<file path="config.mk">
export PLATFORM = sky130hd
export DESIGN_NAME = lac_ctrl
export DESIGN_NICKNAME = d
export VERILOG_FILES = /design/src/sv/lac_pkg.sv /design/src/sv/lac_ctrl.sv
export SDC_FILE = /design/constraint.sdc
export NUM_CORES = 1
export LEC_CHECK = 0
export ABC_AREA = 1
export BUFFER_PORTS_ARGS = -buffer_cell sky130_fd_sc_hd__buf_2
export CORE_AREA = 2 2 39 41
export CTS_BUF_LIST = sky130_fd_sc_hd__clkbuf_4 sky130_fd_sc_hd__clkbuf_8
export CTS_CLUSTER_SIZE = 30
export DETAILED_ROUTE_END_ITERATION = 16
export DIE_AREA = 0 0 41 43
export GPL_ROUTABILITY_DRIVEN = 0
export HOLD_SLACK_MARGIN = 0.15
export PLACE_DENSITY = 0.59
export RECOVER_POWER = 25
export SYNTH_ARGS = -nofsm -noshare
export SYNTH_HDL_FRONTEND = slang
export SYNTH_SLANG_ARGS = --single-unit
</file>
<file path="constraint.sdc">
create_clock -name clk -period 2.9 [get_ports clk]
set_input_delay 0.58 -clock clk [delete_from_list [all_inputs] [get_ports clk]]
set_output_delay 0.58 -clock clk [all_outputs]
set_load 0.05 [all_outputs]
</file>
<file path="src/sv/lac_pkg.sv">
package lac_pkg;

  // Frame store geometry.
  localparam int STORE_WIDTH  = 256;
  localparam int STORE_HEIGHT = 256;
  localparam int DEPTH        = STORE_WIDTH * STORE_HEIGHT;
  localparam int ADDR_W       = (DEPTH > 1) ? $clog2(DEPTH) : 1;

  typedef logic [ADDR_W-1:0] addr_t;
  typedef logic [31:0]       pix_t;
  typedef logic [15:0]       prod_t;

  // Item kinds.
  localparam logic [1:0] KIND_CLEAR = 2'd0;
  localparam logic [1:0] KIND_BLEND = 2'd1;
  localparam logic [1:0] KIND_READ  = 2'd2;

  // Configuration register indexes.
  localparam logic CFG_CANVAS_WIDTH  = 1'b0;
  localparam logic CFG_CANVAS_HEIGHT = 1'b1;

  localparam logic [8:0] CANVAS_RESET = 9'd256;
  localparam logic [7:0] ALPHA_OPAQUE = 8'd255;
  localparam logic [7:0] ALPHA_CLEAR  = 8'd0;

  typedef struct packed {
    logic [1:0]        kind;
    logic [7:0]        source_x;
    logic [7:0]        source_y;
    logic signed [8:0] offset_x;
    logic signed [8:0] offset_y;
    logic [7:0]        red;
    logic [7:0]        green;
    logic [7:0]        blue;
    logic [7:0]        alpha;
  } in_item_t;

  typedef struct packed {
    logic [7:0] red;
    logic [7:0] green;
    logic [7:0] blue;
    logic [7:0] alpha;
    logic       in_range;
  } out_item_t;

  typedef struct packed {
    logic accept;
    logic clr_start;
    logic clr_step;
    logic mul_en;
    logic wr_en;
    logic out_load;
  } cmd_t;

  typedef struct packed {
    logic [1:0] in_kind;
    logic       loc_on;
    logic       clr_last;
    logic       out_free;
  } stat_t;

  // Truncating division by 255 for products of two 8-bit values.
  function automatic logic [7:0] div255(input prod_t x);
    logic [16:0] t;
    t = {1'b0, x} + 17'd1 + {9'd0, x[15:8]};
    return t[15:8];
  endfunction

endpackage

</file>
<file path="src/sv/lac_ctrl.sv">
module lac_ctrl (
  input  logic           clk,
  input  logic           rst_n,
  input  logic           in_valid,
  input  lac_pkg::stat_t stat,
  output logic           in_ready,
  output lac_pkg::cmd_t  cmd
);

  typedef enum logic [2:0] {
    ST_SWEEP,
    ST_IDLE,
    ST_BL_READ,
    ST_BL_MUL,
    ST_BL_WRITE,
    ST_RD_READ,
    ST_RD_RESULT
  } state_t;

  state_t state_r;
  state_t state_nxt;

  always_comb begin
    state_nxt = state_r;
    cmd       = '0;
    in_ready  = 1'b0;
    case (state_r)
      ST_SWEEP: begin
        cmd.clr_step = 1'b1;
        if (stat.clr_last) begin
          state_nxt = ST_IDLE;
        end
      end
      ST_IDLE: begin
        in_ready = 1'b1;
        if (in_valid) begin
          cmd.accept = 1'b1;
          case (stat.in_kind)
            lac_pkg::KIND_CLEAR: begin
              cmd.clr_start = 1'b1;
              state_nxt     = ST_SWEEP;
            end
            lac_pkg::KIND_BLEND: state_nxt = stat.loc_on ? ST_BL_READ : ST_IDLE;
            lac_pkg::KIND_READ:  state_nxt = stat.loc_on ? ST_RD_READ : ST_RD_RESULT;
            default:             state_nxt = ST_IDLE;
          endcase
        end
      end
      ST_BL_READ:  state_nxt = ST_BL_MUL;
      ST_BL_MUL: begin
        cmd.mul_en = 1'b1;
        state_nxt  = ST_BL_WRITE;
      end
      ST_BL_WRITE: begin
        cmd.wr_en = 1'b1;
        state_nxt = ST_IDLE;
      end
      ST_RD_READ:  state_nxt = ST_RD_RESULT;
      ST_RD_RESULT: begin
        // Wait here until the output register can take the word.
        if (stat.out_free) begin
          cmd.out_load = 1'b1;
          state_nxt    = ST_IDLE;
        end
      end
      default: state_nxt = ST_IDLE;
    endcase
  end

  always_ff @(posedge clk) begin
    if (!rst_n) begin
      state_r <= ST_SWEEP;
    end else begin
      state_r <= state_nxt;
    end
  end

endmodule

</file>
* Word-level counts from Yosys, hierarchy flattened
Cells that the tools add are included.
Word-level totals: register bits 3, input bits 8, output and inout bits 7, word-level logic and storage cells 31
Operators by class: equal/unequal tests 11, mux-type cells 16, reduce and logical (&&, ||, !) cells 3
Operators by type and width (count):
- $pmux W3 S6 | 1
- $eq A3 B3 Y1 const B | 3
- $mux W3 | 3
- $pmux W3 S3 | 1
- $mux W2 | 4
- $mux W1 | 7
- $eq A3 B2 Y1 const B | 2
- $ne A2 B2 Y1 const B | 3
- $eq A3 B1 Y1 const B | 1
- $logic_not A3 Y1 | 1
- $reduce_and A3 Y1 | 1
- $eq A2 B1 Y1 const B | 1
- $eq A2 B2 Y1 const B | 1
- $logic_not A2 Y1 | 1

* Depth between registers and ports, before layout
depth after elaboration 4, depth in mapped cells 7

* Worst setup path after synthesis
OpenSTA, ideal clock, no wires.
path kind register -> output, from register state_r[1], to output port cmd[4] (netlist bit), arrival time 1.733 ns, data required time 2.320 ns, slack 0.587 ns, stages on the path, launching flop included 6, cell sequence dfxtp_1 inv_2 nand2_2 nor2_4 inv_2 nor4_2
RTL lines:
- from (decl) | line lac_ctrl.sv:20 | state_t state_r;
- from (signal assigned) | line lac_ctrl.sv:74 | state_r <= state_nxt;
- to (decl) | line lac_ctrl.sv:7 | output lac_pkg::cmd_t cmd

==> key figures <==
Placed design
  – PortBufs: 14
  – Pre-CTS setup slack: around 1.1 ns
  – Detailed placement HPWL: between 500 and 600 µm

Run status
  – Outcome: finished, final reports clean

STA
  – Setup Skew: 0.001514 ns
  – Slew @ Worst Pin: 0.3115 ns
  – Setup TNS: 0 ns
  – Slew Limit Headroom: 79.21%
  – RSZ-0062 raised after global routing: false
  – Tcrit/Tclk final: 67.18%
  – Endpoints failing setup: 0
  – FMAX: around 500 MHz
  – Final Max Slew Viols: 0
  – Fin worst setup slack: between 0.9 and 1 ns
  – Final hold vios: 0
  – Final min period: just under 2 ns

Synthesis
  – Gate Count Post-Synth: 55
  – Synth warnings: 0
  – Yosys top cell by area: dfxtp_1
  – Syn Area/Cell: approximately 5.9 µm²
  – Dominant cells by area after synthesis: dfxtp_1 (18%), inv_1 (13%), nand2_1 (13%)
  – Area fraction of the dominant cell type after synthesis: 18.46%
  – Synthesized flop and latch total: 3
  – Sequential area share after synthesis: 18.46%
  – Netlist cell types: 17
  – Syn Nets: 63
  – Post-synthesis cell area: 325.3 µm²

Clocking
  – Clock root cell: clkbuf_4
  – Post-CTS Resized: 0
  – Post-CTS setup buffers: 0
  – Worst skew pair latency: approximately 0.23 ns
  – Depth of the CTS H-tree: 1
  – CTS tree: done
  – Total clock sinks: 3
  – Worst-path clk slew: ~0.040 ns
  – CTS Hold Buffers Added: 0
  – CTS Buf Count: 3
  – CTS Buffer Depth: 2

Cells and area
  – Register area: about 60 µm²
  – ANT cells: 0
  – Area added between synthesis and finish: 31.15%
  – Max FFs per register: 3
  – Fillers: about 160
  – Final core occ: between 30% and 40%
  – Nets: 81
  – Commonest non-fill, non-tap cell in the layout: buf_2
  – Area of the multi-input gates: ~190 µm²
  – Layout cells sized above 1: between 30% and 40%
  – Top reg by flops: state_r
  – Commonest cells after routing, fill and taps aside: buf_2 (14), inv_1 (11), nand2_1 (11), nand3_1 (7), nor2_1 (6)
  – Top flop regs: state_r: 3 flops

Worst setup path
  – CP Launch Type: flop
  – Largest delay share family, worst path: flip-flops
  – Worst Path Buf+Inv: 2
  – Crit-path cells: nand2_2, nor2_4, inv_2, nor4_2, buf_2
  – Data arrival, critical path: about 1.4 ns
  – Data required time of the critical path: around 2.3 ns
  – Crit-path slowest cell: dfxtp_1
  – CP Capture Type: primary output
  – Crit path max fanout: 6
  – Slowest stage delay, CP: 0.42 ns
  – Crit Path Class: reg2out
  – Internal reg-to-reg setup slack: 1.75 ns

Global route
  – Gr usage total: around 9.0%
  – Number of global-route vias before repair: between 200 and 300
  – Largest net degree at the start of global routing: 9
  – Antenna violations before repair: 0
  – First-pass GRT wire length: between 1 and 1.5 mm
  – GRT overflow: 0

Die
  – Die area: between 1500 and 2000 µm²
  – Die width: just over 40 µm
  – Die height: between 40 and 50 µm
  – IO Pins: 15
  – Row cnt: 14
  – CORE AREA: about 1400 µm²
  – Initial Utilization: a little under a quarter

Pwr
  – P per Cell Area: around 1000 nW/µm²
  – Leakage: approximately 0.00026 µW
  – Combinational share of power: about three fifths
  – Net Sw Frac: 55.78%
  – Pint: 190.1 µW
  – Design Power: approximately 430 µW
  – Switching pwr: 239.8 µW
  – Flop pwr share: between 15 and 20%
  – Clk pwr share: a little under a fifth
  – VDD IR max: 0.2641 mV

Route
  – DR WL/cell: 8.068 µm
  – Pre-antenna DRT Iters: 4
  – DRT Wirelength: 710 µm
  – Antenna Nets Post-Route: 0
  – Iter 0 DRT Violations: 7
  – Residual DRC: 0
  – Vias after detailed routing: ~360
  – Vias/cell: about 4.1

Min path
  – Worst Hold Class: reg2reg

Run
  – Max Cap Viol: 0
## routing by layer
metal  global-route usage (%)  up-vias  part of all wire [%]
li1                         -      202                     -
met1                    10.86      149                    46
met2                    13.75       13                    45
met3                    4.712        0                   8.9
met4                    2.000        0                     0
met5                        0        -                     0
## area by class of cell
class	count	area share (%)
Multi-Input combinational cell	37	45.45
Sequential cell	3	14.08
Timing Repair Buffer	14	16.42
Inverter	14	12.32
Clock buffer	4	7.038
Tap cell	16	4.692
## worst register-to-register path, stage by stage (launching register included)
cell,delay (ns)
dfxtp_1,0.49
inv_1,0.16
nand3b_2,0.15
nand3_2,0.10
nor2_1,0.11
nor2_1,0.04
## cell usage after synthesis
cell / number
nor2_4: 1
nand3_2: 1
buf_6: 1
a21oi_1: 1
nor2_1: 6
inv_1: 11
nor3_1: 2
inv_2: 3
nand3b_2: 1
nand2_2: 2
nand3_1: 7
dfxtp_1: 3
nor4_2: 1
nand4_1: 1
a21oi_2: 2
nor2_2: 1
nand2_1: 11
## path summary, 6_finish.rpt
| kind | start | end | cells past startpoint |
|---|---|---|---|
| max | state_r[0] | cmd[4] | 5 |
| min | state_r[0] | state_r[2] | 2 |
| max reg2reg | state_r[2] | state_r[1] | 5 |
| min reg2reg | state_r[0] | state_r[2] | 2 |
## logic make-up after synthesis
| logic type | count (synthesis) | share of synthesized area (%) |
|---|---|---|
| compound gates | 3 | 6.923 |
| buf+inv | 15 | 19.62 |
| flops | 3 | 18.46 |
| simple gates | 34 | 55.00 |
## per-stage QoR
stage / cells / area [µm²] / hold slack [ns]
floorplan: 55 / 325.3 / 0.5362
global placement: 84 / 404.1 / 0.5683
detailed placement: 84 / 404.1 / 0.5756
CTS: 88 / 434.2 / 0.5777
global route: 88 / 426.7 / 0.5922
finish: 88 / 426.7 / 0.5736
## power groups by stage
stage          Sequential (µW)  Clock, µW  Combinational, µW
6_report                  85.0       81.4                263
4_1_cts                   85.0       86.2                274
2_1_floorplan             72.0          0                244
3_5_place_dp              85.9          0                273
5_1_grt                   88.2       91.2                291
3_3_place_gp              85.6          0                272
No activity file was read; power rests on OpenSTA's default activity.
